[config.mk]
export PLATFORM = sky130hd
export DESIGN_NAME = top_k_row_selector_core
export DESIGN_NICKNAME = d
export VERILOG_FILES = /design/src/design/tkrs_pkg.sv /design/src/design/tkrs_dp.sv /design/src/design/tkrs_ctrl.sv /design/src/design/top_k_row_selector_core.sv
export SDC_FILE = /design/constraint.sdc
export NUM_CORES = 2
export LEC_CHECK = 0
export ABC_AREA = 0
export BUFFER_PORTS_ARGS = -buffer_cell sky130_fd_sc_hd__buf_2
export CORE_ASPECT_RATIO = 1.4
export CORE_MARGIN = 10
export CORE_UTILIZATION = 30
export DETAILED_ROUTE_END_ITERATION = 7
export GPL_TIMING_DRIVEN = 0
export PLACE_DENSITY = 0.46
export SLEW_MARGIN = 10
export SYNTH_ARGS = -nofsm -noshare
export SYNTH_HDL_FRONTEND = slang
export SYNTH_SLANG_ARGS = --single-unit
[constraint.sdc]
create_clock -name clock -period 21.2 [get_ports clock]
set_clock_uncertainty 0.1 [all_clocks]
set_input_delay 1.06 -clock clock [delete_from_list [all_inputs] [get_ports clock]]
set_output_delay 1.06 -clock clock [all_outputs]
set_load 0.02 [all_outputs]
[src/design/tkrs_pkg.sv]
// ----------------------------------------------------------------------------
// tkrs_pkg
// Shared types, register indexes and the row ordering function of the top-k
// row selector.
// ----------------------------------------------------------------------------
package tkrs_pkg;

   localparam int CAPACITY_DEF = 16;
   localparam int PAYLOAD_BITS = 32;
   localparam int KEY_BITS     = 64;
   localparam int CSR_DW       = 5;
   localparam int CSR_AW       = 2;

   // Configuration register indexes.
   localparam logic [CSR_AW-1:0] CSR_KEEP_COUNT  = 2'd0;
   localparam logic [CSR_AW-1:0] CSR_ASCENDING   = 2'd1;
   localparam logic [CSR_AW-1:0] CSR_NULLS_FIRST = 2'd2;

   // Item operations.
   localparam logic OP_ADD   = 1'b0;
   localparam logic OP_DRAIN = 1'b1;

   typedef struct packed {
      logic                    operation;
      logic [KEY_BITS-1:0]     key;
      logic                    key_null;
      logic [PAYLOAD_BITS-1:0] payload;
   } req_type;

   typedef struct packed {
      logic                    row_valid;
      logic [KEY_BITS-1:0]     out_key;
      logic                    out_key_null;
      logic [PAYLOAD_BITS-1:0] out_payload;
      logic                    bound_valid;
      logic [KEY_BITS-1:0]     bound;
      logic                    bound_changed;
      logic                    last;
   } rsp_type;

   // Commands from the controller to the datapath.
   typedef struct packed {
      logic load_in;
      logic scan_start;
      logic scan_best;
      logic clear_used;
      logic write_fill;
      logic write_cand;
      logic fill_clear;
      logic out_add;
      logic out_row;
      logic out_empty;
   } cmd_type;

   // Status from the datapath to the controller.
   typedef struct packed {
      logic fill_lt_k;
      logic emit_zero;
      logic scan_busy;
      logic new_better;
      logic out_free;
      logic last_row;
   } stat_type;

   // True when row a sorts strictly before row b.
   function automatic logic sorts_before(input logic [KEY_BITS-1:0] ka, input logic na,
                                         input logic [KEY_BITS-1:0] kb, input logic nb,
                                         input logic asc, input logic nf);
      logic r;
      if (na) begin
         r = nb ? 1'b0 : nf;
      end else if (nb) begin
         r = ~nf;
      end else if (asc) begin
         r = $signed(ka) < $signed(kb);
      end else begin
         r = $signed(ka) > $signed(kb);
      end
      return r;
   endfunction

endpackage

[src/design/tkrs_dp.sv]
// ----------------------------------------------------------------------------
// tkrs_dp
// Datapath: row store, scan unit that finds the worst or the best unused row,
// configuration registers, bound history and the result register.
// ----------------------------------------------------------------------------
module tkrs_dp #(
   parameter int CAPACITY = tkrs_pkg::CAPACITY_DEF
) (
   input  logic                        clock,
   input  logic                        reset,
   input  tkrs_pkg::req_type           req_data,
   output tkrs_pkg::rsp_type           rsp_data,
   output logic                        rsp_valid,
   input  logic                        rsp_stall,
   input  logic                        csr_we,
   input  logic [tkrs_pkg::CSR_AW-1:0] csr_index,
   input  logic [tkrs_pkg::CSR_DW-1:0] csr_wdata,
   input  tkrs_pkg::cmd_type           cmd,
   output tkrs_pkg::stat_type          stat
);
   import tkrs_pkg::*;

   localparam int AW = (CAPACITY > 1) ? $clog2(CAPACITY) : 1;
   localparam int CW = $clog2(CAPACITY + 1);

   // Row store.
   logic [KEY_BITS-1:0]     mem_key_ff  [CAPACITY];
   logic                    mem_null_ff [CAPACITY];
   logic [PAYLOAD_BITS-1:0] mem_pay_ff  [CAPACITY];

   logic [CSR_DW-1:0] keep_count_ff;
   logic              ascending_ff, nulls_first_ff;
   logic [CW-1:0]     fill_ff, fill_in, k_eff, emit, cnt_ff, cnt_in;
   logic [CAPACITY-1:0] used_ff, used_in;

   req_type in_ff, in_in;

   // Scan unit.
   logic          act_ff, act_in, best_ff, best_in, rdv_ff, rdv_in;
   logic [CW-1:0] iss_ff, iss_in;
   logic [AW-1:0] rdi_ff, rdi_in;
   logic [KEY_BITS-1:0]     rdk_ff;
   logic                    rdn_ff;
   logic [PAYLOAD_BITS-1:0] rdp_ff;
   logic                    cv_ff, cv_in, cn_ff, cn_in;
   logic [KEY_BITS-1:0]     ck_ff, ck_in;
   logic [PAYLOAD_BITS-1:0] cp_ff, cp_in;
   logic [AW-1:0]           ci_ff, ci_in;
   logic                    take;

   logic [KEY_BITS-1:0] rep_ff, rep_in;
   logic                rep_v_ff, rep_v_in;
   rsp_type rsp_ff, rsp_in;
   logic    rv_ff, rv_in, out_free, wr_en;
   logic [AW-1:0] wr_addr;

   // Effective count clamped to one..CAPACITY, and the drain length.
   always_comb begin
      if (keep_count_ff == '0) begin
         k_eff = CW'(1);
      end else if (32'(keep_count_ff) > CAPACITY) begin
         k_eff = CW'(CAPACITY);
      end else begin
         k_eff = CW'(keep_count_ff);
      end
      emit = (fill_ff < k_eff) ? fill_ff : k_eff;
   end

   // Candidate update: the worst scan keeps the lower slot on ties, the best
   // scan skips rows already drained and also keeps the lower slot.
   always_comb begin
      if (best_ff) begin
         take = rdv_ff && !used_ff[rdi_ff] &&
                (!cv_ff || sorts_before(rdk_ff, rdn_ff, ck_ff, cn_ff,
                                        ascending_ff, nulls_first_ff));
      end else begin
         take = rdv_ff && (!cv_ff || sorts_before(ck_ff, cn_ff, rdk_ff, rdn_ff,
                                                  ascending_ff, nulls_first_ff));
      end
   end

   assign out_free = !rv_ff || !rsp_stall;

   always_comb begin
      in_in    = in_ff;
      act_in   = act_ff;
      best_in  = best_ff;
      iss_in   = iss_ff;
      rdv_in   = act_ff;
      rdi_in   = iss_ff[AW-1:0];
      cv_in    = cv_ff;
      ck_in    = ck_ff;
      cn_in    = cn_ff;
      cp_in    = cp_ff;
      ci_in    = ci_ff;
      fill_in  = fill_ff;
      used_in  = used_ff;
      cnt_in   = cnt_ff;
      rep_in   = rep_ff;
      rep_v_in = rep_v_ff;
      rsp_in   = rsp_ff;
      rv_in    = rv_ff && rsp_stall;
      wr_en    = 1'b0;
      wr_addr  = ci_ff;

      if (cmd.load_in) begin
         in_in = req_data;
         if (req_data.key_null) begin
            in_in.key = '0;
         end
      end

      // Step the scan; issue one read a cycle until every held row is read.
      if (act_ff) begin
         iss_in = iss_ff + CW'(1);
         if (iss_ff + CW'(1) == fill_ff) begin
            act_in = 1'b0;
         end
      end
      if (take) begin
         cv_in = 1'b1;
         ck_in = rdk_ff;
         cn_in = rdn_ff;
         cp_in = rdp_ff;
         ci_in = rdi_ff;
      end
      if (cmd.scan_start) begin
         act_in  = (fill_ff != '0);
         best_in = cmd.scan_best;
         iss_in  = '0;
         cv_in   = 1'b0;
      end
      if (cmd.clear_used) begin
         used_in = '0;
         cnt_in  = '0;
      end

      // Store writes.
      if (cmd.write_fill) begin
         wr_en   = 1'b1;
         wr_addr = fill_ff[AW-1:0];
         fill_in = fill_ff + CW'(1);
      end
      if (cmd.write_cand) begin
         wr_en = 1'b1;
      end
      if (cmd.fill_clear) begin
         fill_in = '0;
      end

      // Result loading.
      if (cmd.out_add) begin
         rsp_in      = '0;
         rsp_in.last = 1'b1;
         rv_in       = 1'b1;
         if (!(fill_ff < k_eff)) begin
            rsp_in.bound_valid   = 1'b1;
            rsp_in.bound         = ck_ff;
            rsp_in.bound_changed = !rep_v_ff || (ck_ff != rep_ff);
            rep_in               = ck_ff;
            rep_v_in             = 1'b1;
         end
      end
      if (cmd.out_empty) begin
         rsp_in      = '0;
         rsp_in.last = 1'b1;
         rv_in       = 1'b1;
      end
      if (cmd.out_row) begin
         rsp_in              = '0;
         rsp_in.row_valid    = 1'b1;
         rsp_in.out_key      = ck_ff;
         rsp_in.out_key_null = cn_ff;
         rsp_in.out_payload  = cp_ff;
         rsp_in.last         = (cnt_ff + CW'(1) == emit);
         rv_in               = 1'b1;
         used_in[ci_ff]      = 1'b1;
         cnt_in              = cnt_ff + CW'(1);
      end
   end

   // Control and history registers.
   always_ff @(posedge clock) begin
      if (reset) begin
         keep_count_ff  <= CSR_DW'(16);
         ascending_ff   <= 1'b1;
         nulls_first_ff <= 1'b0;
         fill_ff        <= '0;
         act_ff         <= 1'b0;
         rdv_ff         <= 1'b0;
         rep_ff         <= '0;
         rep_v_ff       <= 1'b0;
         rv_ff          <= 1'b0;
      end else begin
         if (csr_we) begin
            unique case (csr_index)
               CSR_KEEP_COUNT:  keep_count_ff  <= csr_wdata;
               CSR_ASCENDING:   ascending_ff   <= csr_wdata[0];
               CSR_NULLS_FIRST: nulls_first_ff <= csr_wdata[0];
               default: ;
            endcase
         end
         fill_ff  <= fill_in;
         act_ff   <= act_in;
         rdv_ff   <= rdv_in;
         rep_ff   <= rep_in;
         rep_v_ff <= rep_v_in;
         rv_ff    <= rv_in;
      end
   end

   // Payload registers.
   always_ff @(posedge clock) begin
      in_ff   <= in_in;
      best_ff <= best_in;
      iss_ff  <= iss_in;
      rdi_ff  <= rdi_in;
      cv_ff   <= cv_in;
      ck_ff   <= ck_in;
      cn_ff   <= cn_in;
      cp_ff   <= cp_in;
      ci_ff   <= ci_in;
      used_ff <= used_in;
      cnt_ff  <= cnt_in;
      rsp_ff  <= rsp_in;
   end

   // Row store: one write port, one registered read port.
   always_ff @(posedge clock) begin
      if (wr_en) begin
         mem_key_ff[wr_addr]  <= in_ff.key;
         mem_null_ff[wr_addr] <= in_ff.key_null;
         mem_pay_ff[wr_addr]  <= in_ff.payload;
      end
      rdk_ff <= mem_key_ff[iss_ff[AW-1:0]];
      rdn_ff <= mem_null_ff[iss_ff[AW-1:0]];
      rdp_ff <= mem_pay_ff[iss_ff[AW-1:0]];
   end

   always_comb begin
      stat.fill_lt_k  = fill_ff < k_eff;
      stat.emit_zero  = (emit == '0);
      stat.scan_busy  = act_ff || rdv_ff;
      stat.new_better = sorts_before(in_ff.key, in_ff.key_null, ck_ff, cn_ff,
                                     ascending_ff, nulls_first_ff);
      stat.out_free   = out_free;
      stat.last_row   = (cnt_ff + CW'(1) == emit);
   end

   assign rsp_data  = rsp_ff;
   assign rsp_valid = rv_ff;

endmodule

[src/design/tkrs_ctrl.sv]
// ----------------------------------------------------------------------------
// tkrs_ctrl
// Controller: sequences adds (fill or replace, then a bound scan once the store is full) and drains
// (one best-row scan per emitted row).
// ----------------------------------------------------------------------------
module tkrs_ctrl (
   input  logic               clock,
   input  logic               reset,
   input  logic               req_valid,
   input  logic               req_op,
   output logic               req_stall,
   input  tkrs_pkg::stat_type stat,
   output tkrs_pkg::cmd_type  cmd
);
   import tkrs_pkg::*;

   typedef enum logic [2:0] {
      ST_IDLE, ST_WRITE, ST_REPLACE, ST_CHECK, ST_BOUND, ST_ADD_OUT,
      ST_DRAIN_SCAN, ST_DRAIN_OUT
   } state_type;

   state_type state_ff;
   logic      accept;

   assign accept    = req_valid && (state_ff == ST_IDLE);
   assign req_stall = (state_ff != ST_IDLE);

   // Command decode from the current state and status.
   always_comb begin
      cmd = '0;
      unique case (state_ff)
         ST_IDLE: begin
            if (accept) begin
               cmd.load_in = 1'b1;
               if (req_op == OP_DRAIN) begin
                  cmd.clear_used = 1'b1;
                  cmd.scan_start = 1'b1;
                  cmd.scan_best  = 1'b1;
               end else if (!stat.fill_lt_k) begin
                  cmd.scan_start = 1'b1;
               end
            end
         end
         ST_WRITE: cmd.write_fill = 1'b1;
         ST_REPLACE: begin
            if (!stat.scan_busy && stat.new_better) begin
               cmd.write_cand = 1'b1;
            end
         end
         ST_CHECK: cmd.scan_start = !stat.fill_lt_k;
         ST_BOUND: ;
         ST_ADD_OUT: cmd.out_add = stat.out_free;
         ST_DRAIN_SCAN: ;
         ST_DRAIN_OUT: begin
            if (stat.emit_zero) begin
               cmd.out_empty  = stat.out_free;
               cmd.fill_clear = stat.out_free;
            end else if (stat.out_free) begin
               cmd.out_row    = 1'b1;
               cmd.fill_clear = stat.last_row;
               cmd.scan_start = !stat.last_row;
               cmd.scan_best  = 1'b1;
            end
         end
         default: ;
      endcase
   end

   // State register.
   always_ff @(posedge clock) begin
      if (reset) begin
         state_ff <= ST_IDLE;
      end else begin
         unique case (state_ff)
            ST_IDLE: begin
               if (accept) begin
                  if (req_op == OP_DRAIN) begin
                     state_ff <= ST_DRAIN_SCAN;
                  end else if (stat.fill_lt_k) begin
                     state_ff <= ST_WRITE;
                  end else begin
                     state_ff <= ST_REPLACE;
                  end
               end
            end
            ST_WRITE: state_ff <= ST_CHECK;
            ST_REPLACE: begin
               if (!stat.scan_busy) begin
                  state_ff <= ST_CHECK;
               end
            end
            ST_CHECK: state_ff <= stat.fill_lt_k ? ST_ADD_OUT : ST_BOUND;
            ST_BOUND: begin
               if (!stat.scan_busy) begin
                  state_ff <= ST_ADD_OUT;
               end
            end
            ST_ADD_OUT: begin
               if (stat.out_free) begin
                  state_ff <= ST_IDLE;
               end
            end
            ST_DRAIN_SCAN: begin
               if (!stat.scan_busy) begin
                  state_ff <= ST_DRAIN_OUT;
               end
            end
            ST_DRAIN_OUT: begin
               if (stat.out_free) begin
                  if (stat.emit_zero || stat.last_row) begin
                     state_ff <= ST_IDLE;
                  end else begin
                     state_ff <= ST_DRAIN_SCAN;
                  end
               end
            end
            default: state_ff <= ST_IDLE;
         endcase
      end
   end

endmodule

[src/design/top_k_row_selector_core.sv]
// ----------------------------------------------------------------------------
// top_k_row_selector_core
// Keeps the best rows of a stream by a signed key with a null flag and drains
// them best-first on request.
//
//   channel | ports            | direction | carries
//   request | req_valid/stall  | in        | add or drain item
//   result  | rsp_valid/stall  | out       | bound or drained row
//   config  | csr_we/index     | in        | keep count, order, null place
//
// An add to a full store first scans for the worst row, reading the row store
// once per cycle through its single read port, then a second scan finds the
// new bound. A drain runs one full scan per emitted row. Reset is synchronous
// and empties the store at once. A stalled result holds its value; no new
// item is taken until the current one has loaded its last result into the
// result register.
// ----------------------------------------------------------------------------
module top_k_row_selector_core #(
   parameter int CAPACITY = tkrs_pkg::CAPACITY_DEF
) (
   input  logic                        clock,
   input  logic                        reset,
   input  logic                        req_valid,
   output logic                        req_stall,
   input  tkrs_pkg::req_type           req_data,
   output logic                        rsp_valid,
   input  logic                        rsp_stall,
   output tkrs_pkg::rsp_type           rsp_data,
   input  logic                        csr_we,
   input  logic [tkrs_pkg::CSR_AW-1:0] csr_index,
   input  logic [tkrs_pkg::CSR_DW-1:0] csr_wdata
);
   import tkrs_pkg::*;

   cmd_type  cmd;
   stat_type stat;

   tkrs_ctrl u_ctrl (
      .clock     (clock),
      .reset     (reset),
      .req_valid (req_valid),
      .req_op    (req_data.operation),
      .req_stall (req_stall),
      .stat      (stat),
      .cmd       (cmd)
   );

   tkrs_dp #(
      .CAPACITY (CAPACITY)
   ) u_dp (
      .clock     (clock),
      .reset     (reset),
      .req_data  (req_data),
      .rsp_data  (rsp_data),
      .rsp_valid (rsp_valid),
      .rsp_stall (rsp_stall),
      .csr_we    (csr_we),
      .csr_index (csr_index),
      .csr_wdata (csr_wdata),
      .cmd       (cmd),
      .stat      (stat)
   );

endmodule

==> impl_metrics.toml <==
[outcome]
outcome = "completed"

[finish]
area_growth_syn_to_layout_pct = 20.2
final_core_utilization = 0.362
layout.nets = 4989
fin_cells = 8439
drive_above_1_share = 0.270

[floorplan]
die-area_um2 = 290000
io_pins = 277
rows = 225
coreArea_um2 = 268000
start_util = 0.301
die_w_um = 458
die_h_um = 633

[timing]
max_slew_margin = 0.0906
maxClockFrequency_ghz = 0.160
period_needed_ns = 6.26
slew_violations = 0
setup_viol = 0
max_slew.worst_pin.slew_ns = 1.36
hold_violations = 0
rsz0062_at_grt = "false"
finalCritPeriodShare = 0.295

[yosys]
synth_cell_types = 63
synth.area.top_cells = "edfxtp_1 69%, mux4_2 14%, dfxtp_1 6.8%"
synth_top_area_cell = "edfxtp_1"
dominantRegCellSynth = "edfxtp_1"
yosysMostFrequentCell = "edfxtp_1"
avgSynthCellArea_um2 = 19.8
synth_common_cells = "1854 x edfxtp_1, 490 x mux4_2, 335 x nand2_1, 273 x dfxtp_1, 137 x clkbuf_1"
syn_area_um2 = 80500
synth_cells = 4074
ys_warn_count = 0
synth-edff-count = 1854
yosys.area.top_type_share = 0.691
async_flop_share = 0
synth_nets = 4320
ys_ff_latch = 2127
yosysSeqAreaShare = 0.759

[drt]
wl_per_cell_um = 29.6
drt-initial-drc-count = 3774
drc = 0
vias = 41700
ant_nets = 0
vias_per_cell = 4.94
dr.pass1.iters = 5
drt-total-wl_mm = 250

[clock_network]
cts_made_buffers = 212
clk_pin_slew_worst_paths_ns = 0.07
clock_path_buffers = 4
cts_hold_buf = 0
ctsResizeCount = 0
post_cts_buffers = 0
tritoncts = "done"
numClockSinks = 2127
cts_root_buf = "clkbuf_16"
cts_max_level = 4
insertion_delay_ns = 0.90

[grt]
grt_usage = 0.168
globalRouteOverflowTotal = 0
grt_antenna_before_repair = 22
grt_pass1_vias = 43300
grt_first_pass_wirelength_mm = 348
grt_max_degree = 38

[hold_path]
hp-class = "primary input to flop"

[placement]
routabilityCongestion = 0.856
portBuffers = 275
dp_hpwl_mm = 179
dp_cells = 8047

[pwr]
ir_drop_uv = 63.4
power_density_nw_per_um2 = 124
p_leak_nw = 32.0

[setup_path]
critical_path_class = "flop to flop"
start_kind = "flop"
end_kind = "flop"
cp_slowest_cell = "nor2_1"
slowest_delay_ns = 0.72
cp.arrival_ns = 6.72
critPathRequiredTime_ns = 21.66
cp_max_fo = 17
cp_common_cell = "buf_16"
path_cells = "ha_1 -> nand4_1 -> nor2_1 -> nand4_1 -> a31oi_1 -> nor4_1 -> a21o_1 -> a21boi_0 -> o31ai_2 -> a21boi_4 -> buf_16 -> buf_16 -> buf_16 -> buf_16"

[flow_run]
drv_cap = 0
where the power goes:
| part | switching, mW | internal [mW] |
|---|---|---|
| Combinational | 1.50 | 1.12 |
| Clock | 1.63 | 2.19 |
| Sequential | 0.394 | 5.19 |
| Total | 3.53 | 8.49 |
worst paths after layout:
check                                     from                      end  slack [ns]  cells after the start
worst max register to register  u_dp.in_ff[96]  u_dp.mem_pay_ff[12][25]       14.94                     14
worst min register to register  u_dp.iss_ff[1]           u_dp.rdi_ff[1]        0.28                      0
worst min-delay path               req_data[0]            u_dp.in_ff[0]        0.24                      1
worst max-delay path            u_dp.in_ff[96]  u_dp.mem_pay_ff[12][25]       14.94                     14
final cells by class:
type	count	area (um2)
clock buffer	279	5860
timing repair buffer	455	4620
tap	3518	4400
multi-input combinational	1688	18600
antenna	7	17.5
fill	24800	171000
buffer	171	701
clock inverter	106	1080
sequential	2127	61100
inverter	88	335
routing by layer:
metal  wire length (um)  track usage
met1             104000        0.219
met2             125000        0.292
met3              12700       0.0243
met4               8020       0.0487
met5                125            0
logic make-up (layout without fill, tap and decap cells):
kind of cell,Yosys count,in the layout,share of synthesized area
DFF,2127,2127,0.759
muxes,501,501,0.138
other,0,7,0
xor gates and xnor gates,63,63,0.00685
and+or+nand+nor,711,711,0.0408
adders and majority gates,136,136,0.0211
buffers and inverters,259,1099,0.0123
AOI/OAI and AO/OA,277,277,0.0213
sequential cells by signal (all words and copies together), names as in the netlist, 16 cells and up:
register	cells
u_dp.rsp_data	165
u_dp.in_ff	97
u_dp.mem_key_ff	1024
u_dp.used_ff	16
u_dp.rdp_ff	32
u_dp.mem_pay_ff	512
u_dp.rdk_ff	64
u_dp.mem_null_ff	16
u_dp.cp_ff	32
u_dp.rep_ff	64
u_dp.ck_ff	64
through the flow:
step / instance area (um2) / setup TNS [ns] / hold WS, ns / total power [mW] / worst slack, ns
6_report: 96800 / 0 / 0.239 / 12.0 / 14.94
5_1_grt: 96800 / 0 / 0.190 / 12.5 / 14.78
4_1_cts: 96700 / 0 / 0.165 / 12.2 / 14.52
3_5_place_dp: 89800 / 0 / 0.274 / 8.37 / 14.58
3_3_place_gp: 86300 / -3321.80 / 0.268 / 8.35 / -3.34
2_1_floorplan: 80500 / 0 / 0.253 / 7.12 / 10.86
cells in the final DEF (no fill, tap or decap), drive strengths merged, types with 10 or more instances in the layout:
cell    count
nand4      42
bufinv     20
a21o       10
o22ai      10
nor3       17
nor4       15
clkinv     72
mux2i      11
dfxtp     273
buf       478
nor2b      72
a21oi     132
ha        136
clkbuf    427
mux4      490
edfxtp   1854
nand3      29
nand2     335
o21ai      40
o31ai      14
a221oi     11
xor2       19
inv        93
xnor2      44
and3       35
nor2      127
worst max-delay path, delay by kind of cell (launching register included):
kind / cells / cell delay, ns
compound gates: 5 / 2.21
buf+inv: 4 / 0.75
fa+ha+maj: 1 / 0.59
simple gates: 4 / 1.51
flops: 1 / 0.68
No activity file was read; power rests on OpenSTA's default activity.
